===== config.mk =====
export PLATFORM = sky130hd
export DESIGN_NAME = nps_ctrl
export DESIGN_NICKNAME = d
export VERILOG_FILES = /design/src/design/nps_pkg.sv /design/src/design/nps_ctrl.sv
export SDC_FILE = /design/constraint.sdc
export NUM_CORES = 1
export LEC_CHECK = 0
export BUFFER_PORTS_ARGS = -buffer_cell sky130_fd_sc_hd__clkbuf_2
export CAP_MARGIN = 20
export CORE_MARGIN = 2
export CORE_UTILIZATION = 35
export CTS_CLUSTER_DIAMETER = 200
export DETAILED_ROUTE_END_ITERATION = 8
export PLACE_DENSITY = 0.63
export RECOVER_POWER = 50
export SYNTH_ARGS = -nofsm -noshare
export SYNTH_HDL_FRONTEND = slang
export SYNTH_SLANG_ARGS = --single-unit

===== constraint.sdc =====
create_clock -name clk -period 3.2 [get_ports clk]
set_input_delay 0.16 -clock clk [delete_from_list [all_inputs] [get_ports clk]]
set_output_delay 0.16 -clock clk [all_outputs]
set_load 0.05 [all_outputs]

===== src/design/nps_pkg.sv =====
// ----------------------------------------------------------------------------
// nps_pkg
// Shared constants and types for the nearest point search unit.
// ----------------------------------------------------------------------------
`default_nettype none

package nps_pkg;

  localparam int MAX_POINTS_DEF  = 1024;
  localparam int COORD_WIDTH_DEF = 24;

  localparam int NUM_PTS_W = 11;   // num_points register
  localparam int PIDX_W    = 10;   // point_index / nearest_index fields
  localparam int DIST_W    = 52;   // nearest_sq_distance field

  localparam logic [DIST_W-1:0] DIST_MAX = '1;

  localparam int OUT_DATA_W = ((PIDX_W + DIST_W + 7) / 8) * 8;
  localparam int OUT_PAD_W  = OUT_DATA_W - PIDX_W - DIST_W;

  // request kind carried on in_tuser
  localparam logic MODE_WRITE = 1'b0;
  localparam logic MODE_QUERY = 1'b1;

  // controller -> datapath commands
  typedef struct packed {
    logic wr_en;     // store the input point
    logic start;     // latch query point, clear running minimum
    logic rd_en;     // read one table entry into the pipeline
    logic load_out;  // move the final minimum into the output register
  } nps_cmd_t;

endpackage : nps_pkg

`default_nettype wire


===== src/design/nps_ctrl.sv =====
// ----------------------------------------------------------------------------
// nps_ctrl
// Controller: handshakes, num_points register, scan counter and sequencing.
// ----------------------------------------------------------------------------
`default_nettype none

module nps_ctrl #(
  parameter int MAX_POINTS = nps_pkg::MAX_POINTS_DEF
) (
  input  wire logic                         clk,
  input  wire logic                         rst_n,
  input  wire logic                         in_tvalid,
  output logic                              in_tready,
  input  wire logic                         in_mode,
  input  wire logic                         cfg_tvalid,
  output logic                              cfg_tready,
  input  wire logic [nps_pkg::NUM_PTS_W-1:0] cfg_tdata,
  output logic                              out_tvalid,
  input  wire logic                         out_tready,
  output nps_pkg::nps_cmd_t                 cmd,
  output logic [$clog2(MAX_POINTS)-1:0]     rd_addr,
  input  wire logic                         pipe_busy
);
  import nps_pkg::*;

  localparam int IDX_W = $clog2(MAX_POINTS);
  localparam int CNT_W = $clog2(MAX_POINTS + 1);
  localparam int CMP_W = (CNT_W > NUM_PTS_W) ? CNT_W : NUM_PTS_W;

  localparam logic [1:0] ST_IDLE  = 2'd0;
  localparam logic [1:0] ST_SCAN  = 2'd1;
  localparam logic [1:0] ST_DRAIN = 2'd2;
  localparam logic [1:0] ST_DONE  = 2'd3;

  logic [1:0]           state_r, state_nxt;
  logic [NUM_PTS_W-1:0] num_points_r, num_points_nxt;
  logic [CNT_W-1:0]     cnt_r, cnt_nxt;
  logic                 out_valid_r, out_valid_nxt;
  logic [CMP_W-1:0]     scan_lim;
  logic                 in_acc;

  assign in_tready  = (state_r == ST_IDLE);
  assign cfg_tready = 1'b1;
  assign out_tvalid = out_valid_r;
  assign in_acc     = in_tvalid && in_tready;
  assign rd_addr    = cnt_r[IDX_W-1:0];

  // counts above the table depth scan the whole table
  assign scan_lim = (CMP_W'(num_points_r) > CMP_W'(MAX_POINTS)) ?
                    CMP_W'(MAX_POINTS) : CMP_W'(num_points_r);

  always_comb begin
    state_nxt      = state_r;
    cnt_nxt        = cnt_r;
    num_points_nxt = num_points_r;
    out_valid_nxt  = out_valid_r;
    cmd            = '0;

    if (cfg_tvalid && cfg_tready) begin
      num_points_nxt = cfg_tdata;
    end
    if (out_valid_r && out_tready) begin
      out_valid_nxt = 1'b0;
    end

    case (state_r)
      ST_IDLE: begin
        if (in_acc && (in_mode == MODE_WRITE)) begin
          cmd.wr_en = 1'b1;
        end else if (in_acc) begin
          cmd.start = 1'b1;
          cnt_nxt   = '0;
          state_nxt = ST_SCAN;
        end
      end
      ST_SCAN: begin
        if (CMP_W'(cnt_r) < scan_lim) begin
          cmd.rd_en = 1'b1;
          cnt_nxt   = cnt_r + 1'b1;
        end else begin
          state_nxt = ST_DRAIN;
        end
      end
      ST_DRAIN: begin
        if (!pipe_busy) begin
          state_nxt = ST_DONE;
        end
      end
      ST_DONE: begin
        // wait for a free output slot
        if (!out_valid_r || out_tready) begin
          cmd.load_out  = 1'b1;
          out_valid_nxt = 1'b1;
          state_nxt     = ST_IDLE;
        end
      end
      default: begin
        state_nxt = ST_IDLE;
      end
    endcase
  end

  always_ff @(posedge clk) begin
    if (!rst_n) begin
      state_r      <= ST_IDLE;
      num_points_r <= '0;
      cnt_r        <= '0;
      out_valid_r  <= 1'b0;
    end else begin
      state_r      <= state_nxt;
      num_points_r <= num_points_nxt;
      cnt_r        <= cnt_nxt;
      out_valid_r  <= out_valid_nxt;
    end
  end

endmodule : nps_ctrl

`default_nettype wire


* Word level (Yosys, flattened, before mapping)
Index checks and enable logic that the tools add are counted.
** Word-level totals
- Register bits :: 25
- Input port bits :: 18
- Output and inout bits :: 17
- Logic and storage cells :: 48
** Cells by class
- Add/sub/neg operators :: 1
- Order comparisons :: 2
- Eq/ne operators :: 9
- Multiplexer cells :: 22
- Bitwise gates (word level) :: 1
- Reduce and logical (&&, ||, !) cells :: 9
** Operators by type and width (number)
- $mux 11 :: 4
- $pmux 11 s2 :: 1
- $mux 2 :: 6
- $add 11x1->11 const B :: 1
- $gt 11x11->1 const B :: 1
- $lt 11x11->1 :: 1
- $mux 1 :: 10
- $ne 2x2->1 const B :: 5
- $pmux 2 s4 :: 1
- $reduce_and 5->1 :: 1
- $eq 2x2->1 const B :: 2
- $reduce_and 4->1 :: 1
- $logic_and 1x1->1 :: 3
- $eq 2x1->1 const B :: 1
- $logic_not 2->1 :: 1
- $ne 2x1->1 const B :: 1
- $reduce_bool 2->1 :: 1
- $logic_not 1->1 :: 1
- $logic_or 1x1->1 :: 1
- $not 1->1 :: 1

* Logic depth before layout (Yosys ltp)
Gate-level depths: netlist (run 1).
- Word-level depth :: 5
- Depth in mapped cells :: 9

* Least setup slack after synthesis (run 1)
No wires, ideal clock.
- Path kind :: flip-flop to output port
- Start point :: register num_points_r[10]
- End point :: output port cmd[1] (netlist bit)
- Arrival time :: 1990 ps
- Slack :: 1050 ps
- Cell stages (with the launch flop) :: 9
- Cells stage by stage :: dfxtp_1 > clkinv_1 > nand2_1 > ha_1 > a21oi_2 > o2111ai_2 > a31oi_4 > buf_4 > and2_1
** RTL lines
- from (decl) :: RTL line nps_ctrl.sv:36 : logic [NUM_PTS_W-1:0] num_points_r, num_points_nxt;
- from (signal assigned) :: RTL line nps_ctrl.sv:111 : num_points_r <= num_points_nxt;
- to (decl) :: RTL line nps_ctrl.sv:20 : output nps_pkg::nps_cmd_t cmd,

==> results.json, run 1 <==
{
  "synthFlopType": "dfxtp_1",
  "dp_hpwl_mm": 2.44,
  "post_drt_via_cell_ratio": 4.97,
  "die_h_um": 71.3,
  "post_drt_wl_per_cell_um": 12.6,
  "yosysWarningCount": 0,
  "grt_max_degree": 20,
  "worst_slew_pin_slew_ns": 0.781,
  "postSynth.asyncResetShare": 0,
  "drv_cap": 0,
  "clock.fmax_ghz": 0.383,
  "slew_violations": 0,
  "ys_top_cells_by_area": "dfxtp_1 (32%), ha_1 (12%), mux2i_1 (8.2%), buf_4 (6.6%), nand2_1 (6.2%)",
  "gr-total-overflow": 0,
  "antennaDiodeCount": 0,
  "setup_viol": 0,
  "holdPathStages": 3,
  "hp-start": "cfg_tdata[4]",
  "cts_hold_buf": 0,
  "crit_type": "reg -> out",
  "netSwitchingFraction": 0.419,
  "tns_ns": 0,
  "pwr-share-seq": 0.372,
  "relSlewSlack": 0.479,
  "rsz0062_at_grt": "false",
  "cts_tree": "built",
  "min_path_type": "in -> reg",
  "start_util": 0.364,
  "ir_drop_mv": 0.467,
  "yosysTopAreaCellShare": 0.316,
  "die_x_um": 71.3,
  "hold_viol_final": 0,
  "port_buffers": 33,
  "area_growth_pct": 9.16,
  "first_iter_violations": 137,
  "antenna_found_initial": 0,
  "syn_nets": 213,
  "min_period_over_period": 0.816,
  "r2r_cells": 8,
  "r2r-end": "cnt_r[6]$_SDFFE_PN0P_",
  "cp_max_fo": 14,
  "grt_pass1_vias": 1178,
  "p_int_mw": 0.549,
  "final_core_util": 0.397,
  "clock_skew_ns": 0.00907,
  "synth_commonest_cells": "nand2_1 (26), dfxtp_1 (25), ha_1 (15)",
  "fin_crit_ns": 2.61,
  "yosysSeqAreaShare": 0.316,
  "p_switching_mw": 0.395,
  "synth_cell_types": 34,
  "grt_pass1_wl_mm": 5.22,
  "routed_wl_mm": 3.18,
  "numClockSinks": 25,
  "p_clk_frac": 0.206,
  "rows": 24,
  "clk_root_buffer_cell": "clkbuf_8",
  "postCtsSetupBuffers": 0,
  "yosysTopAreaCell": "dfxtp_1",
  "cts_buffers": 3,
  "crit_path_end_kind": "output port",
  "htree_levels": 1,
  "insertion_delay_ns": 0.28,
  "drtAntennaViolNets": 0,
  "grt_use_total": 0.129,
  "cp.arrival_ns": 2.45,
  "drive_gt1_frac": 0.190,
  "io_pins": 35,
  "syn-instance-count": 180,
  "synth_edf_count": 0,
  "firstDrtPassIters": 4,
  "dieArea_um2": 5080,
  "comb_power_share": 0.422,
  "cts.repair.resized": 0,
  "core-area_um2": 4350,
  "status": "complete, no violations",
  "ys_ff_latch": 25,
  "place.gp.congestion": 0.734,
  "rr_startpoint": "num_points_r[10]$_SDFFE_PN0P_",
  "crit_required_ns": 3.04,
  "powerDensity_nw_per_um2": 545,
  "yosysMostFrequentCell": "nand2_1",
  "clkTransAtPathRegs_ns": 0.08,
  "fin_nets": 234,
  "vias": 1252,
  "syn_area_um2": 1590,
  "avgSynthCellArea_um2": 8.81,
  "min_to": "num_points_r[4]$_SDFFE_PN0P_",
  "clock_path_buffers": 2,
  "drc": 0,
  "reg2reg_slack_ns": 0.81,
  "cp-start-kind": "flop",
  "leakagePower_nw": 0.745
}
## sequential cells by signal, indices dropped and copies added, names as in the netlist
signal	cells
out_tvalid	1
num_points_r	11
state_r	2
cnt_r	11
## per-layer routing
metal  wire [µm]  part of all wire  vias to the layer above  GRT usage
met5           0                 0                        -          0
met4          59             0.019                        0     0.0566
met3         140             0.044                        7     0.0211
met2        1420              0.45                       30      0.205
met1        1560              0.49                      554      0.172
li1            -                 -                      661          -
## worst max-delay path by stage
stage | to | slack (ns) | from | cells past startpoint
final | cmd[1] | 0.59 | num_points_r[10]$_SDFFE_PN0P_ | 8
after detailed placement | cnt_r[6]$_SDFFE_PN0P_ | 0.86 | num_points_r[10]$_SDFFE_PN0P_ | 8
after floorplan | cmd[1] | 1.05 | num_points_r[10]$_SDFFE_PN0P_ | 8
after global routing | cmd[1] | 0.38 | num_points_r[10]$_SDFFE_PN0P_ | 8
after global placement | cnt_r[3]$_SDFFE_PN0P_ | 0.91 | num_points_r[10]$_SDFFE_PN0P_ | 8
after CTS | cmd[1] | 0.57 | num_points_r[10]$_SDFFE_PN0P_ | 8
## final cells by class
class / count / area, µm²
Sequential cell: 25 / 500
Fill cell: 469 / 2620
Clock buffer: 4 / 45.0
Timing Repair Buffer: 33 / 154
Tap cell: 52 / 65.1
Inverter: 7 / 26.3
Multi-Input combinational cell: 131 / 940
## power groups by stage
stage	Clock, mW	Combinational [mW]	Sequential [mW]
final	0.194	0.398	0.351
after global routing	0.207	0.432	0.355
after CTS	0.198	0.400	0.351
after detailed placement	0	0.399	0.359
after global placement	0	0.397	0.358
after floorplan	0	0.336	0.356
## metrics by stage
stage	total power, mW	std cells	area (µm²)	setup WS [ns]	hold WS, ns
after floorplan	0.692	180	1590	1.05	0.329
after global placement	0.755	248	1700	0.909	0.421
after detailed placement	0.758	248	1700	0.857	0.426
after CTS	0.949	252	1740	0.572	0.147
after global routing	0.994	252	1730	0.380	0.160
final	0.944	252	1730	0.588	0.145
## worst max-delay path: stages, from the launching register on
cell and delay, ns:
dfxtp_1 0.38, clkinv_1 0.23, nand2_1 0.14, ha_1 0.25, a21oi_2 0.16, o2111ai_2 0.16
a31oi_4 0.38, and2_1 0.20, clkbuf_2 0.28
## cells in the final DEF (no fill, tap or decap), types with 3 or more instances in the layout
cell type / instances
nand2_1: 26
dfxtp_1: 25
clkbuf_2: 24
ha_1: 15
a31oi_1: 14
nor2b_1: 13
mux2i_1: 13
clkbuf_1: 10
a21oi_1: 9
inv_1: 6
o21a_1: 5
and3_1: 4
o21ai_0: 4
o21ai_1: 3
nor2_1: 3
nand3_1: 3
clkbuf_8: 3
## cell families after synthesis
| group | synth area share |
|---|---|
| flip-flops | 0.316 |
| AND/OR/NAND/NOR | 0.200 |
| AO/OA/AOI/OAI | 0.189 |
| buffers and inverters | 0.0915 |
| multiplexers | 0.0821 |
| adder cells (fa/ha/maj) | 0.118 |
| other | 0.00237 |
(Power assumes the default switching activity.)
==> run 2, diff against run 1 <==
Settings changed: PLACE_DENSITY 0.63 to 0.65.
Clock period 3.2 ns to 2.4 ns, I/O delays scaled along.
==> results.json, run 2 (same netlist as run 1, synthesis figures left out) <==
{
  "routed_wl_mm": 3.14,
  "slew_violations": 0,
  "use_met3": 0.0239,
  "port_buffers": 33,
  "status": "complete, no violations",
  "clock.fmax_ghz": 0.459,
  "final-instance-count-excl-fill": 255,
  "rr_startpoint": "num_points_r[10]$_SDFFE_PN0P_",
  "dp_hpwl_mm": 2.46,
  "r2r_cells": 8,
  "gr-total-overflow": 0,
  "grt_use_total": 0.124,
  "die_x_um": 71.3,
  "cp_max_fo": 10,
  "rsz0062_at_grt": "false",
  "fin_crit_ns": 2.18,
  "leakagePower_nw": 0.766,
  "powerDensity_nw_per_um2": 732,
  "clock_path_buffers": 2,
  "reg_top3": "cnt_r x11, num_points_r x11, state_r x2",
  "worst_slew_pin_slew_ns": 0.590,
  "start_util": 0.364,
  "crit_required_ns": 2.28,
  "clock_skew_ns": 0.00499,
  "cts_tree": "built",
  "area_growth_pct": 10.9,
  "fin_nets": 237,
  "crit_path_end_kind": "output port",
  "final_core_util": 0.404,
  "first_iter_violations": 64,
  "dieArea_um2": 5080,
  "reg2reg_slack_ns": 0.35,
  "antenna_found_initial": 0,
  "io_pins": 35,
  "drv_cap": 0,
  "drc": 0,
  "crit_type": "reg -> out",
  "most-common-layout-cells": "nand2_1 (26), dfxtp_1 (25), clkbuf_2 (24)",
  "r2r-end": "cnt_r[4]$_SDFFE_PN0P_",
  "cp.arrival_ns": 2.06,
  "antennaDiodeCount": 0,
  "core-area_um2": 4350,
  "gr-max-usage-layer": "met2",
  "post_drt_wl_per_cell_um": 12.3,
  "htree_levels": 1,
  "met1_usage": 0.167,
  "grt_pass1_vias": 1135,
  "use_met2": 0.203,
  "startpoint": "num_points_r[10]$_SDFFE_PN0P_",
  "ir_drop_mv": 0.580,
  "min_period_over_period": 0.909,
  "hold_viol_final": 0,
  "place.gp.congestion": 0.738,
  "p_total_mw": 1.29,
  "min_path_type": "in -> reg",
  "numClockSinks": 25,
  "tns_ns": 0,
  "cp-start-kind": "flop",
  "firstDrtPassIters": 4,
  "die_h_um": 71.3,
  "clk_root_buffer_cell": "clkbuf_8",
  "clkTransAtPathRegs_ns": 0.09,
  "insertion_delay_ns": 0.27,
  "vias": 1270,
  "cts_hold_buf": 0,
  "drive_gt1_frac": 0.212,
  "grt_pass1_wl_mm": 5.10,
  "setup_viol": 0,
  "relSlewSlack": 0.608,
  "grt_max_degree": 20,
  "rows": 24,
  "cts_buffers": 3,
  "drtAntennaViolNets": 0,
  "place_inst": 250,
  "layout_commonest_cell": "nand2_1",
  "cp-endpoint": "cmd[1]",
  "post_drt_via_cell_ratio": 4.98
}
-- run 2: layer usage --
layer,vias to the layer above,part of all wire
met5,-,0
met4,0,0.0099
met3,4,0.054
met2,32,0.47
met1,566,0.46
li1,668,-
-- run 2: worst max-delay path, cell delays in order (launching register included) --
cell	delay (ns)
dfxtp_1	0.39
clkinv_2	0.15
nand2_1	0.10
ha_1	0.24
a21oi_2	0.16
o2111ai_2	0.16
a31oi_4	0.21
and2_1	0.16
clkbuf_4	0.22
-- run 2: per-stage QoR --
| step | instance area, µm² | hold WS (ns) | setup slack (ns) |
|---|---|---|---|
| after floorplan | 1590 | 0.289 | 0.290 |
| after global placement | 1710 | 0.380 | 0.241 |
| after detailed placement | 1710 | 0.389 | 0.166 |
| after CTS | 1760 | 0.0998 | 0.0640 |
| after global routing | 1760 | 0.114 | 0.0669 |
| final | 1760 | 0.104 | 0.219 |
-- run 2: power by group --
group          internal, mW  total (mW)  switching (mW)
combinational         0.195       0.562           0.367
sequential            0.443       0.468          0.0247
clock                 0.119       0.257           0.138
total                 0.757        1.29           0.529
-- run 2: cell type report --
cell class	count	area (µm²)
Sequential cell	25	500
Fill cell	446	2600
Inverter	7	27.5
Timing Repair Buffer	36	180
Multi-Input combinational cell	131	940
Clock buffer	4	45.0
Tap cell	52	65.1
-- run 2: worst min-delay path by stage --
stage | startpoint | endpoint | slack (ns) | depth (start not counted)
final | cfg_tdata[9] | num_points_r[9]$_SDFFE_PN0P_ | 0.10 | 3
after global routing | cfg_tdata[5] | num_points_r[5]$_SDFFE_PN0P_ | 0.11 | 3
after CTS | cfg_tdata[9] | num_points_r[9]$_SDFFE_PN0P_ | 0.1 | 3
after detailed placement | cfg_tdata[3] | num_points_r[3]$_SDFFE_PN0P_ | 0.39 | 3
after global placement | cfg_tdata[9] | num_points_r[9]$_SDFFE_PN0P_ | 0.38 | 3
after floorplan | cfg_tdata[0] | num_points_r[0]$_SDFFE_PN0P_ | 0.29 | 2
-- run 2: what timing repair did --
item	in CTS	in global routing
gates resized for setup	1	2
setup buffers	0	1
setup endpoints to repair	1	1
hold endpoints to repair	0	0
==> run 3, diff against run 2 <==
==> constraint.sdc (replaced) <==
create_clock -name clk -period 2.4 [get_ports clk]
set_input_delay 0.6 -clock clk [delete_from_list [all_inputs] [get_ports clk]]
set_output_delay 0.6 -clock clk [all_outputs]
set_load 0.05 [all_outputs]
==> results.json, run 3 (same netlist as run 1, synthesis figures left out) <==
{
  "final-instance-count-excl-fill": 258,
  "fin_ws_ns": 0.00707,
  "place_inst": 251,
  "start_util": 0.364,
  "tns_ns": 0,
  "grt_pass1_wl_mm": 5.35,
  "crit_type": "reg -> out",
  "first_iter_violations": 78,
  "wl_met3_um": 204,
  "crit_required_ns": 1.80,
  "min_path_type": "reg -> reg",
  "min_period_over_period": 0.997,
  "fin_crit_ns": 2.39,
  "core-area_um2": 4350,
  "drc": 0,
  "placed_cell_area_um2": 1740,
  "grt_pass1_vias": 1193,
  "cp-start-kind": "flop",
  "powerDensity_nw_per_um2": 686,
  "area_growth_pct": 23.0,
  "m1WireLength_mm": 1.46,
  "fillerInstances": 452,
  "pwr-share-seq": 0.351,
  "grt_use_total": 0.131,
  "p_switching_mw": 0.548,
  "die_x_um": 71.3,
  "io_pins": 35,
  "place.gp.congestion": 0.806,
  "grt_max_degree": 20,
  "insertion_delay_ns": 0.27,
  "worst_slew_pin_slew_ns": 0.751,
  "clock.fmax_ghz": 0.418,
  "cp.arrival_ns": 1.79,
  "p_int_mw": 0.790,
  "clock_skew_ns": 0.00707,
  "slew_violations": 0,
  "p_total_mw": 1.34,
  "rsz0062_at_grt": "true",
  "fin_nets": 240,
  "dr_wl_met2_mm": 1.58,
  "cts_tree": "built",
  "clk_root_buffer_cell": "clkbuf_8",
  "antennaDiodeCount": 0,
  "htree_levels": 1,
  "holdPathStages": 2,
  "drv_cap": 0,
  "cp_max_fo": 5,
  "setup_viol": 0,
  "r2r_cells": 9,
  "leakagePower_nw": 0.801,
  "dp_hpwl_mm": 2.40,
  "layout_commonest_cell": "clkbuf_2",
  "port_buffers": 33,
  "drtAntennaViolNets": 0,
  "top_layer_used": "met4",
  "p_clk_frac": 0.194,
  "vias": 1326,
  "ir_drop_mv": 0.826,
  "clkTransAtPathRegs_ns": 0.09,
  "crit_path_end_kind": "output port",
  "dieArea_um2": 5080,
  "design_area_um2": 1950,
  "netSwitchingFraction": 0.409,
  "post_drt_via_cell_ratio": 5.14,
  "gr-total-overflow": 0,
  "relSlewSlack": 0.499,
  "clock_path_buffers": 2,
  "firstDrtPassIters": 4,
  "hold_viol_final": 0,
  "most-common-layout-cells": "clkbuf_2 (23), dfxtp_1 (22), nand2_1 (21)",
  "hold_ws_ns": 0.516,
  "cts_buffers": 3,
  "comb_power_share": 0.455,
  "routed_wl_mm": 3.29,
  "pre_cts_ws_ns": 0.102,
  "antenna_found_initial": 0,
  "post_drt_wl_per_cell_um": 12.8,
  "final_core_util": 0.448,
  "status": "complete, no violations",
  "reg_top3": "cnt_r x11, num_points_r x11, state_r x2",
  "drive_gt1_frac": 0.325,
  "rows": 24,
  "numClockSinks": 25,
  "die_h_um": 71.3,
  "cts_hold_buf": 0
}
==> run 3: what timing repair did <==
action                                  in CTS  in global routing
pin swaps                                    3                  8
resized for setup                           10                 19
cloned                                       1                  0
buffers inserted                             0                  2
endpoints found under the setup margin       1                  1
==> run 3: area by class of cell <==
cell class	count	area, µm²	area share
Clock inverter	1	7.51	0.00385
Tap cell	52	65.1	0.0334
Multi-Input combinational cell	131	1080	0.555
Sequential cell	25	507	0.260
Timing Repair inverter	1	6.26	0.00321
Inverter	7	33.8	0.0173
Timing Repair Buffer	38	206	0.106
Clock buffer	3	41.3	0.0212
==> run 3: power groups by stage <==
stage,Clock (mW),Sequential (mW),Combinational (mW)
finish,0.259,0.470,0.609
global route,0.298,0.474,0.658
CTS,0.270,0.468,0.592
detailed placement,0,0.478,0.586
global placement,0,0.477,0.582
floorplan,0,0.475,0.456
==> run 3: per-layer routing <==
metal / track usage / vias up
met5: 0 / -
met4: 0.0419 / 0
met3: 0.0422 / 7
met2: 0.205 / 40
met1: 0.172 / 602
li1: - / 677
==> run 3: worst max-delay path, stage by stage, from the launching register on <==
cell,delay [ns]
dfxtp_4,0.38
inv_8,0.08
nand2_4,0.05
ha_4,0.22
a21oi_4,0.16
o2111ai_4,0.14
a31oi_4,0.17
and2_4,0.18
buf_12,0.13
==> run 3: worst paths after layout <==
| check | startpoint | end | slack [ns] |
|---|---|---|---|
| min reg2reg | state_r[0]$_SDFFE_PN0P_ | state_r[0]$_SDFFE_PN0P_ | 0.52 |
| max reg2reg | num_points_r[10]$_SDFFE_PN0P_ | cnt_r[9]$_SDFFE_PN0P_ | 0.37 |
| min | state_r[0]$_SDFFE_PN0P_ | state_r[0]$_SDFFE_PN0P_ | 0.52 |
| max | num_points_r[10]$_SDFFE_PN0P_ | cmd[1] | 0.007 |
